$ cat src/hw/rtl/spq_pkg.sv
// spq_pkg: shared types, codes and helpers for the severity priority queue
// no dependencies; used by the channel interfaces, the cell and the top level
`timescale 1ns / 1ps

package spq_pkg;

   localparam int unsigned SEV_W = 4;
   localparam int unsigned AGE_W = 8;
   localparam int unsigned PID_W = 37;
   localparam int unsigned OCC_W = 5;
   localparam int unsigned STATUS_W = 2;

   localparam logic [SEV_W-1:0] SEV_MIN = SEV_W'(1);
   localparam logic [SEV_W-1:0] SEV_MAX = SEV_W'(10);

   // item kinds
   typedef enum logic {
      KIND_INSERT = 1'b0,
      KIND_POP    = 1'b1
   } kind_type;

   // result status codes
   typedef enum logic [STATUS_W-1:0] {
      ST_OK    = 2'd0,
      ST_FULL  = 2'd1,
      ST_EMPTY = 2'd2
   } status_type;

   // one stored queue entry
   typedef struct packed {
      logic [SEV_W-1:0] severity;
      logic [AGE_W-1:0] age;
      logic [PID_W-1:0] patient_id;
   } entry_type;

   // per-cycle command broadcast to every cell
   typedef struct packed {
      logic do_insert;
      logic do_pop;
   } cell_ctrl_type;

   // clamp a raw severity into the legal range
   function automatic logic [SEV_W-1:0] clamp_severity(input logic [SEV_W-1:0] raw);
      logic [SEV_W-1:0] res;
      res = raw;
      if (raw < SEV_MIN) begin
         res = SEV_MIN;
      end else if (raw > SEV_MAX) begin
         res = SEV_MAX;
      end
      return res;
   endfunction

endpackage

$ cat src/hw/rtl/spq_channels.sv
// spq_req_if and spq_rsp_if: valid/ready channels of the priority queue
// depends on spq_pkg for field widths
`timescale 1ns / 1ps

interface spq_req_if
   import spq_pkg::*;
();
   logic             valid;
   logic             ready;
   logic             kind;
   logic [SEV_W-1:0] severity;
   logic [AGE_W-1:0] age;
   logic [PID_W-1:0] patient_id;

   modport source (output valid, kind, severity, age, patient_id, input ready);
   modport sink   (input valid, kind, severity, age, patient_id, output ready);
endinterface

interface spq_rsp_if
   import spq_pkg::*;
();
   logic                valid;
   logic                ready;
   logic [STATUS_W-1:0] status;
   logic [SEV_W-1:0]    out_severity;
   logic [AGE_W-1:0]    out_age;
   logic [PID_W-1:0]    out_patient_id;
   logic [OCC_W-1:0]    occupancy;

   modport source (output valid, status, out_severity, out_age, out_patient_id, occupancy,
                   input ready);
   modport sink   (input valid, status, out_severity, out_age, out_patient_id, occupancy,
                   output ready);
endinterface

$ cat src/hw/rtl/spq_cell.sv
// spq_cell: one slot of the sorted queue, compares and shifts with its neighbors
// depends on spq_pkg for entry and control types
`timescale 1ns / 1ps

module spq_cell
   import spq_pkg::*;
(
   input  logic          clock,
   input  cell_ctrl_type ctrl,
   input  entry_type     new_entry,
   input  entry_type     left_entry,
   input  logic          left_keep,
   input  entry_type     right_entry,
   input  logic          occupied,
   output entry_type     entry,
   output logic          keep
);

   entry_type entry_ff;
   entry_type entry_in;

   // an occupied slot with equal or higher severity stays ahead of the new entry
   assign keep = occupied && (entry_ff.severity >= new_entry.severity);

   // next slot contents: hold, take the new entry, shift in from left or right
   always_comb begin
      entry_in = entry_ff;
      if (ctrl.do_insert && !keep) begin
         if (left_keep) begin
            entry_in = new_entry;
         end else begin
            entry_in = left_entry;
         end
      end else if (ctrl.do_pop) begin
         entry_in = right_entry;
      end
   end

   always_ff @(posedge clock) begin
      entry_ff <= entry_in;
   end

   assign entry = entry_ff;

endmodule

$ cat src/hw/rtl/severity_priority_queue.sv
// severity_priority_queue: top level, a row of compare-and-shift cells plus result register
// depends on spq_pkg, spq_req_if, spq_rsp_if and spq_cell
//
//   channel   | dir | carries
//   ----------+-----+-----------------------------------------------------
//   req_chan  | in  | kind, severity, age, patient_id
//   rsp_chan  | out | status, out_severity, out_age, out_patient_id, occupancy
//
// one item per cycle while the result side keeps up; its result is registered and shows in the cycle after the transfer
// every cell compares and shifts in the same cycle, set by one severity compare per cell
// reset clears the fill count and the result valid flag; slot contents need no clearing
// a new item is taken while the result register is empty or being drained
`timescale 1ns / 1ps

module severity_priority_queue
   import spq_pkg::*;
#(
   parameter int unsigned QUEUE_DEPTH = 16
) (
   input  logic      clock,
   input  logic      reset,
   spq_req_if.sink   req_chan,
   spq_rsp_if.source rsp_chan
);

   localparam int unsigned CNT_W = $clog2(QUEUE_DEPTH + 1);

   logic [CNT_W-1:0] count_ff;
   logic [CNT_W-1:0] count_in;
   logic             rsp_valid_ff;
   logic             rsp_valid_in;
   status_type       rsp_status_ff;
   status_type       rsp_status_in;
   entry_type        rsp_entry_ff;
   entry_type        rsp_entry_in;
   logic [OCC_W-1:0] rsp_occ_ff;
   logic [OCC_W-1:0] rsp_occ_in;

   logic          accept;
   logic          is_pop;
   logic          is_full;
   logic          is_empty;
   cell_ctrl_type ctrl;
   entry_type     new_entry;
   entry_type     cell_entry [QUEUE_DEPTH];
   logic          cell_keep  [QUEUE_DEPTH];

   // input transfer
   assign req_chan.ready = !rsp_valid_ff || rsp_chan.ready;
   assign accept         = req_chan.valid && req_chan.ready;
   assign is_pop         = (kind_type'(req_chan.kind) == KIND_POP);
   assign is_full        = (count_ff == CNT_W'(QUEUE_DEPTH));
   assign is_empty       = (count_ff == '0);

   // command to the cell row
   assign ctrl.do_insert = accept && !is_pop && !is_full;
   assign ctrl.do_pop    = accept && is_pop && !is_empty;

   assign new_entry.severity   = clamp_severity(req_chan.severity);
   assign new_entry.age        = req_chan.age;
   assign new_entry.patient_id = req_chan.patient_id;

   // row of cells, slot 0 is the head
   for (genvar i = 0; i < QUEUE_DEPTH; i++) begin : g_cell
      entry_type left_e;
      entry_type right_e;
      logic      left_k;
      logic      occ;

      if (i == 0) begin : g_head
         assign left_e = new_entry;
         assign left_k = 1'b1;
      end else begin : g_body
         assign left_e = cell_entry[i-1];
         assign left_k = cell_keep[i-1];
      end

      if (i == QUEUE_DEPTH - 1) begin : g_tail
         assign right_e = cell_entry[i];
      end else begin : g_inner
         assign right_e = cell_entry[i+1];
      end

      assign occ = (CNT_W'(i) < count_ff);

      spq_cell u_cell (
         .clock       (clock),
         .ctrl        (ctrl),
         .new_entry   (new_entry),
         .left_entry  (left_e),
         .left_keep   (left_k),
         .right_entry (right_e),
         .occupied    (occ),
         .entry       (cell_entry[i]),
         .keep        (cell_keep[i])
      );
   end

   // fill count
   always_comb begin
      count_in = count_ff;
      if (ctrl.do_insert) begin
         count_in = count_ff + CNT_W'(1);
      end else if (ctrl.do_pop) begin
         count_in = count_ff - CNT_W'(1);
      end
   end

   // result register contents
   always_comb begin
      rsp_valid_in  = rsp_valid_ff && !rsp_chan.ready;
      rsp_status_in = rsp_status_ff;
      rsp_entry_in  = rsp_entry_ff;
      rsp_occ_in    = rsp_occ_ff;
      if (accept) begin
         rsp_valid_in  = 1'b1;
         rsp_status_in = ST_OK;
         rsp_entry_in  = '0;
         rsp_occ_in    = OCC_W'(count_in);
         if (is_pop) begin
            if (is_empty) begin
               rsp_status_in = ST_EMPTY;
            end else begin
               rsp_entry_in = cell_entry[0];
            end
         end else if (is_full) begin
            rsp_status_in = ST_FULL;
         end
      end
   end

   always_ff @(posedge clock) begin
      if (reset) begin
         count_ff     <= '0;
         rsp_valid_ff <= 1'b0;
      end else begin
         count_ff     <= count_in;
         rsp_valid_ff <= rsp_valid_in;
      end
   end

   always_ff @(posedge clock) begin
      rsp_status_ff <= rsp_status_in;
      rsp_entry_ff  <= rsp_entry_in;
      rsp_occ_ff    <= rsp_occ_in;
   end

   // output transfer
   assign rsp_chan.valid          = rsp_valid_ff;
   assign rsp_chan.status         = rsp_status_ff;
   assign rsp_chan.out_severity   = rsp_entry_ff.severity;
   assign rsp_chan.out_age        = rsp_entry_ff.age;
   assign rsp_chan.out_patient_id = rsp_entry_ff.patient_id;
   assign rsp_chan.occupancy      = rsp_occ_ff;

`ifndef SYNTHESIS
   // fill count stays within the row
   a_count_bound: assert property (@(posedge clock) disable iff (reset)
      count_ff <= CNT_W'(QUEUE_DEPTH))
      else $error("fill count beyond queue depth");

   // a pending result reports the current fill count
   a_occ_match: assert property (@(posedge clock) disable iff (reset)
      rsp_valid_ff |-> (rsp_occ_ff == OCC_W'(count_ff)))
      else $error("reported occupancy differs from fill count");

   // full status only when every slot is in use
   a_full_status: assert property (@(posedge clock) disable iff (reset)
      (rsp_valid_ff && rsp_status_ff == ST_FULL) |-> (count_ff == CNT_W'(QUEUE_DEPTH)))
      else $error("full status with free slots");

   // empty status only on an empty queue, with zeroed fields
   a_empty_status: assert property (@(posedge clock) disable iff (reset)
      (rsp_valid_ff && rsp_status_ff == ST_EMPTY) |-> (count_ff == '0 && rsp_entry_ff == '0))
      else $error("empty status on a non-empty queue");

   // a successful pop shrinks the queue by one
   a_pop_count: assert property (@(posedge clock) disable iff (reset)
      ctrl.do_pop |=> (count_ff == $past(count_ff) - CNT_W'(1)))
      else $error("pop did not decrement fill count");
`endif

endmodule

$ cat src/flat_wrapper.sv
// flat-port wrapper written by rule: the top's interface ports become plain ports
module severity_priority_queue_flat import spq_pkg::*;
#(
   parameter int unsigned QUEUE_DEPTH = 16
)
  (clock, reset, req_chan_valid, req_chan_kind, req_chan_severity, req_chan_age, req_chan_patient_id, req_chan_ready, rsp_chan_valid, rsp_chan_status, rsp_chan_out_severity, rsp_chan_out_age, rsp_chan_out_patient_id, rsp_chan_occupancy, rsp_chan_ready);
  spq_req_if req_chan_i ();
  spq_rsp_if rsp_chan_i ();
  input  logic clock;
  input  logic reset;
  input wire logic [$bits(req_chan_i.valid)-1:0] req_chan_valid;
  input wire logic [$bits(req_chan_i.kind)-1:0] req_chan_kind;
  input wire logic [$bits(req_chan_i.severity)-1:0] req_chan_severity;
  input wire logic [$bits(req_chan_i.age)-1:0] req_chan_age;
  input wire logic [$bits(req_chan_i.patient_id)-1:0] req_chan_patient_id;
  output wire logic [$bits(req_chan_i.ready)-1:0] req_chan_ready;
  output wire logic [$bits(rsp_chan_i.valid)-1:0] rsp_chan_valid;
  output wire logic [$bits(rsp_chan_i.status)-1:0] rsp_chan_status;
  output wire logic [$bits(rsp_chan_i.out_severity)-1:0] rsp_chan_out_severity;
  output wire logic [$bits(rsp_chan_i.out_age)-1:0] rsp_chan_out_age;
  output wire logic [$bits(rsp_chan_i.out_patient_id)-1:0] rsp_chan_out_patient_id;
  output wire logic [$bits(rsp_chan_i.occupancy)-1:0] rsp_chan_occupancy;
  input wire logic [$bits(rsp_chan_i.ready)-1:0] rsp_chan_ready;
  assign req_chan_i.valid = req_chan_valid;
  assign req_chan_i.kind = req_chan_kind;
  assign req_chan_i.severity = req_chan_severity;
  assign req_chan_i.age = req_chan_age;
  assign req_chan_i.patient_id = req_chan_patient_id;
  assign req_chan_ready = req_chan_i.ready;
  assign rsp_chan_valid = rsp_chan_i.valid;
  assign rsp_chan_status = rsp_chan_i.status;
  assign rsp_chan_out_severity = rsp_chan_i.out_severity;
  assign rsp_chan_out_age = rsp_chan_i.out_age;
  assign rsp_chan_out_patient_id = rsp_chan_i.out_patient_id;
  assign rsp_chan_occupancy = rsp_chan_i.occupancy;
  assign rsp_chan_i.ready = rsp_chan_ready;
  severity_priority_queue #(.QUEUE_DEPTH(QUEUE_DEPTH)) u_core (.clock(clock), .reset(reset), .req_chan(req_chan_i), .rsp_chan(rsp_chan_i));
endmodule
$ cat config.mk
export PLATFORM = sky130hd
export DESIGN_NAME = severity_priority_queue_flat
export DESIGN_NICKNAME = d
export VERILOG_FILES = /design/src/hw/rtl/spq_pkg.sv /design/src/hw/rtl/spq_channels.sv /design/src/hw/rtl/spq_cell.sv /design/src/hw/rtl/severity_priority_queue.sv /design/src/flat_wrapper.sv
export SDC_FILE = /design/constraint.sdc
export NUM_CORES = 2
export LEC_CHECK = 0
export ABC_CLOCK_PERIOD_IN_PS = 9000
export BUFFER_PORTS_ARGS = -buffer_cell sky130_fd_sc_hd__buf_2
export CAP_MARGIN = 25
export CORE_MARGIN = 2
export CORE_UTILIZATION = 40
export DETAILED_ROUTE_END_ITERATION = 10
export PLACE_DENSITY = 0.63
export RECOVER_POWER = 100
export SKIP_CTS_REPAIR_TIMING = 1
export SLEW_MARGIN = 20
export SYNTH_ARGS = -nofsm -noshare
export SYNTH_HDL_FRONTEND = slang
export SYNTH_SLANG_ARGS = --single-unit
$ cat constraint.sdc
create_clock -name clock -period 9 [get_ports clock]
set_input_delay 0.9 -clock clock [delete_from_list [all_inputs] [get_ports clock]]
set_output_delay 0.9 -clock clock [all_outputs]
set_load 0.02 [all_outputs]
==> impl_metrics.py <==
metrics = {
    "synth": {
        "yosysWarnings": 0,
        "syn_area_um2": 42950,
        "synthFlopType": "edfxtp_1",
        "ys_seq_area_share_pct": 59.01,
        "ys_ff_latch": 846,
        "async_reset_ff_share_pct": 0,
        "synth.net_count": 3963,
        "yosys.cell_types.count": 53,
        "syn_inst": 3842,
        "synth_area_per_cell_um2": 11.18,
        "synth_edf_count": 840,
    },
    "pwr": {
        "comb_power_share_pct": 15.8,
        "ir_worst_vdd_uv": 168.8,
        "switchingPower_uw": 2996,
        "clkPwrFrac_pct": 35.3,
        "seq_power_share_pct": 49.0,
        "p_int_uw": 7721,
        "swShare_pct": 27.96,
        "power.static_leakage_uw": 0.01984,
        "powerDensity_nw_per_um2": 225.6,
    },
    "timing": {
        "fin_skew_ns": 0.03810,
        "min_period_ns": 7.065,
        "hold_violations": 0,
        "fin_tns_setup_ns": 0,
        "holdWs_ns": 0.5011,
        "setup_viol": 0,
        "worst_slew_pin_slew_ns": 3.996,
        "slew_viol_final": 1024,
        "maxSlewHeadroom_pct": -166.4,
        "period_share_pct": 78.50,
        "rsz0062_at_grt": "false",
        "max_freq_ghz": 0.1415,
    },
    "clock_tree": {
        "cts.sinks": 846,
        "cts_buffers": 93,
        "cts_tree": "built",
        "cts.reportedPaths.clkPinSlew_ns": 0.06,
        "htreeDepth": 3,
        "root_buffer": "clkbuf_16",
        "insertion_delay_ns": 0.68,
        "clock_path_buffers": 3,
    },
    "route": {
        "postRouteAntennaNets": 0,
        "drt-total-wl_mm": 114.6,
        "dr.pass1.iters": 6,
        "drt-initial-drc-count": 2967,
        "drc": 0,
        "vias": 29620,
        "avgViaCountPerCell": 5.591,
        "wl_per_cell_um": 21.64,
    },
    "layout": {
        "final_layout_size_suffix_gt1_share_pct": 8.012,
        "final_cells": 5298,
        "mostFrequentLayoutCells": "edfxtp_1 (840), nand2_1 (629), mux2i_1 (575)",
        "fill_cells": 9926,
        "layout.nets": 3941,
        "fin_area_um2": 47510,
        "final_common_cell": "edfxtp_1",
        "syn_to_final_growth_pct": 10.62,
        "regArea_um2": 25340,
        "multiInputGateArea_um2": 16230,
    },
    "global_route": {
        "grt_max_degree": 100,
        "grt_pass1_vias": 29290,
        "antenna_found_initial": 3,
        "track_usage_pct": 20.51,
        "grt-ovfl-total": 0,
        "grt_first_pass_wirelength_mm": 177.2,
    },
    "outcome": {
        "failed_checks": "capacitance limit, slew limit",
        "status": "complete, but fails checks",
    },
    "job": {
        "drv_cap": 29,
    },
    "placement": {
        "gp_congestion": 0.8474,
        "placedCellCount": 5121,
        "dp_hpwl_mm": 70.23,
        "port_buffers": 111,
        "place_area_um2": 44660,
    },
    "worst_setup_path": {
        "end_kind": "flip-flop",
        "critPathRequiredTime_ns": 9.07,
        "path_cells": "clkbuf_1 -> nor2b_1 -> inv_1 -> clkbuf_1 -> ha_1 -> o21ai_0 -> a221oi_4 -> clkbuf_1 -> o21ai_4 -> clkbuf_2",
        "startpoint_type": "primary input",
        "critPathMaxFanout": 44,
        "crit_path_max_incr_delay_ns": 1.97,
        "crit_arrival_ns": 7.14,
        "crit_type": "in2reg",
        "cpMostUsedCell": "clkbuf_1",
        "cp_slowest_cell": "clkbuf_1",
        "rrSetupSlack_ns": 3.01,
    },
    "floorplanning": {
        "die-area_um2": 110000,
        "core_um2": 106800,
        "die_y_um": 331.7,
        "initial_core_util_pct": 40.23,
        "pin_count": 112,
        "std_cell_rows": 120,
        "die_w_um": 331.7,
    },
    "hold_path": {
        "hp-class": "in2reg",
    },
}
## critical path: cells and delay by family
| family | cells | cell delay [ns] |
|---|---|---|
| adders and majority gates | 1 | 0.43 |
| AOI/OAI and AO/OA | 3 | 0.80 |
| buffers and inverters | 5 | 4.08 |
| and+or+nand+nor | 1 | 0.81 |
## metrics by stage
step	util [%]	setup WS (ns)	power (uW)
3_5_place_dp	41.84	3.026	6994
3_3_place_gp	41.79	3.191	6942
2_1_floorplan	-	1.803	6387
4_1_cts	44.61	3.739	10770
6_report	44.51	1.935	10720
5_1_grt	44.50	1.740	11170
## flip-flops by register name (all words and copies together) (netlist names)
register,flops
u_core.count_ff,5
u_core.g_cell.u_cell.entry,784
u_core.rsp_chan.occupancy,5
u_core.rsp_chan.out_age,8
u_core.rsp_chan.out_patient_id,37
u_core.rsp_chan.out_severity,4
u_core.rsp_chan.status,2
u_core.rsp_chan.valid,1
## power groups by stage
| stage | logic (uW) | registers (uW) | clock network, uW |
|---|---|---|---|
| final | 1690 | 5250 | 3780 |
| after global routing | 1870 | 5300 | 4000 |
| after CTS | 1690 | 5230 | 3850 |
| after detailed placement | 1690 | 5310 | 0 |
| after global placement | 1640 | 5300 | 0 |
| after floorplan | 1130 | 5250 | 0 |
## kinds of logic after synthesis
group                      Yosys count  share of synthesized area (%)
DFF                                846                          59.01
muxes                              624                          14.69
AOI/OAI and AO/OA                  782                          9.751
buffers and inverters              330                          3.487
and+or+nand+nor                   1188                          11.01
adders and majority gates           68                          1.975
xor gates and xnor gates             4                        0.08159
## worst paths after layout
kind                                                          from                            endpoint  cells past startpoint
worst max-delay path                          req_chan_severity[3]   u_core.g_cell[8].u_cell.entry[39]                     10
worst max register to register                  u_core.count_ff[1]   u_core.g_cell[7].u_cell.entry[20]                      8
worst min register to register  u_core.g_cell[14].u_cell.entry[36]  u_core.g_cell[13].u_cell.entry[36]                      2
worst min-delay path                                req_chan_valid               u_core.rsp_chan.valid                      3
## synth_stat cells (2+ instances only)
| cell | instances | share of area, % |
|---|---|---|
| edfxtp_1 | 840 | 59 |
| nand2_1 | 638 | 5.6 |
| mux2i_1 | 575 | 13 |
| nor2_1 | 452 | 4.0 |
| a21oi_1 | 369 | 4.3 |
| o21ai_0 | 273 | 3.2 |
| buf_2 | 144 | 1.7 |
| clkbuf_1 | 136 | 1.2 |
| a31oi_1 | 97 | 1.4 |
| ha_1 | 67 | 2.0 |
| and2_1 | 52 | 0.76 |
| mux2_2 | 49 | 1.3 |
| inv_1 | 26 | 0.23 |
| nand2b_1 | 20 | 0.29 |
| buf_4 | 19 | 0.33 |
| o21ai_1 | 9 | 0.10 |
| nor2b_1 | 8 | 0.12 |
| dfxtp_1 | 6 | 0.28 |
| a21o_1 | 4 | 0.070 |
| a21oi_2 | 4 | 0.082 |
| a21oi_4 | 4 | 0.15 |
| or3_1 | 4 | 0.058 |
| a211o_1 | 3 | 0.061 |
| buf_1 | 3 | 0.026 |
| nand3_1 | 3 | 0.035 |
| o211ai_1 | 3 | 0.052 |
| xnor2_1 | 3 | 0.061 |
| a21boi_1 | 2 | 0.035 |
| a41o_1 | 2 | 0.047 |
| nor3_1 | 2 | 0.023 |
| nor3b_1 | 2 | 0.035 |
| o21a_1 | 2 | 0.035 |
## area by class of cell
| type | count | share of cell area [%] |
|---|---|---|
| Timing Repair Buffer | 186 | 2.360 |
| Clock buffer | 117 | 5.088 |
| Clock inverter | 52 | 1.130 |
| Tap cell | 1403 | 3.695 |
| Multi-Input combinational cell | 2666 | 34.16 |
| Antenna cell | 1 | 0.005267 |
| Inverter | 27 | 0.2159 |
| Sequential cell | 846 | 53.34 |
## per-layer routing
layer,track usage [%],wire length [um],vias up
li1,-,-,13790
met3,2.902,7811,177
met2,33.37,52880,1036
met1,28.39,50900,14610
met5,0,0,-
met4,6.402,3039,0
No activity file was read; power rests on OpenSTA's default activity.
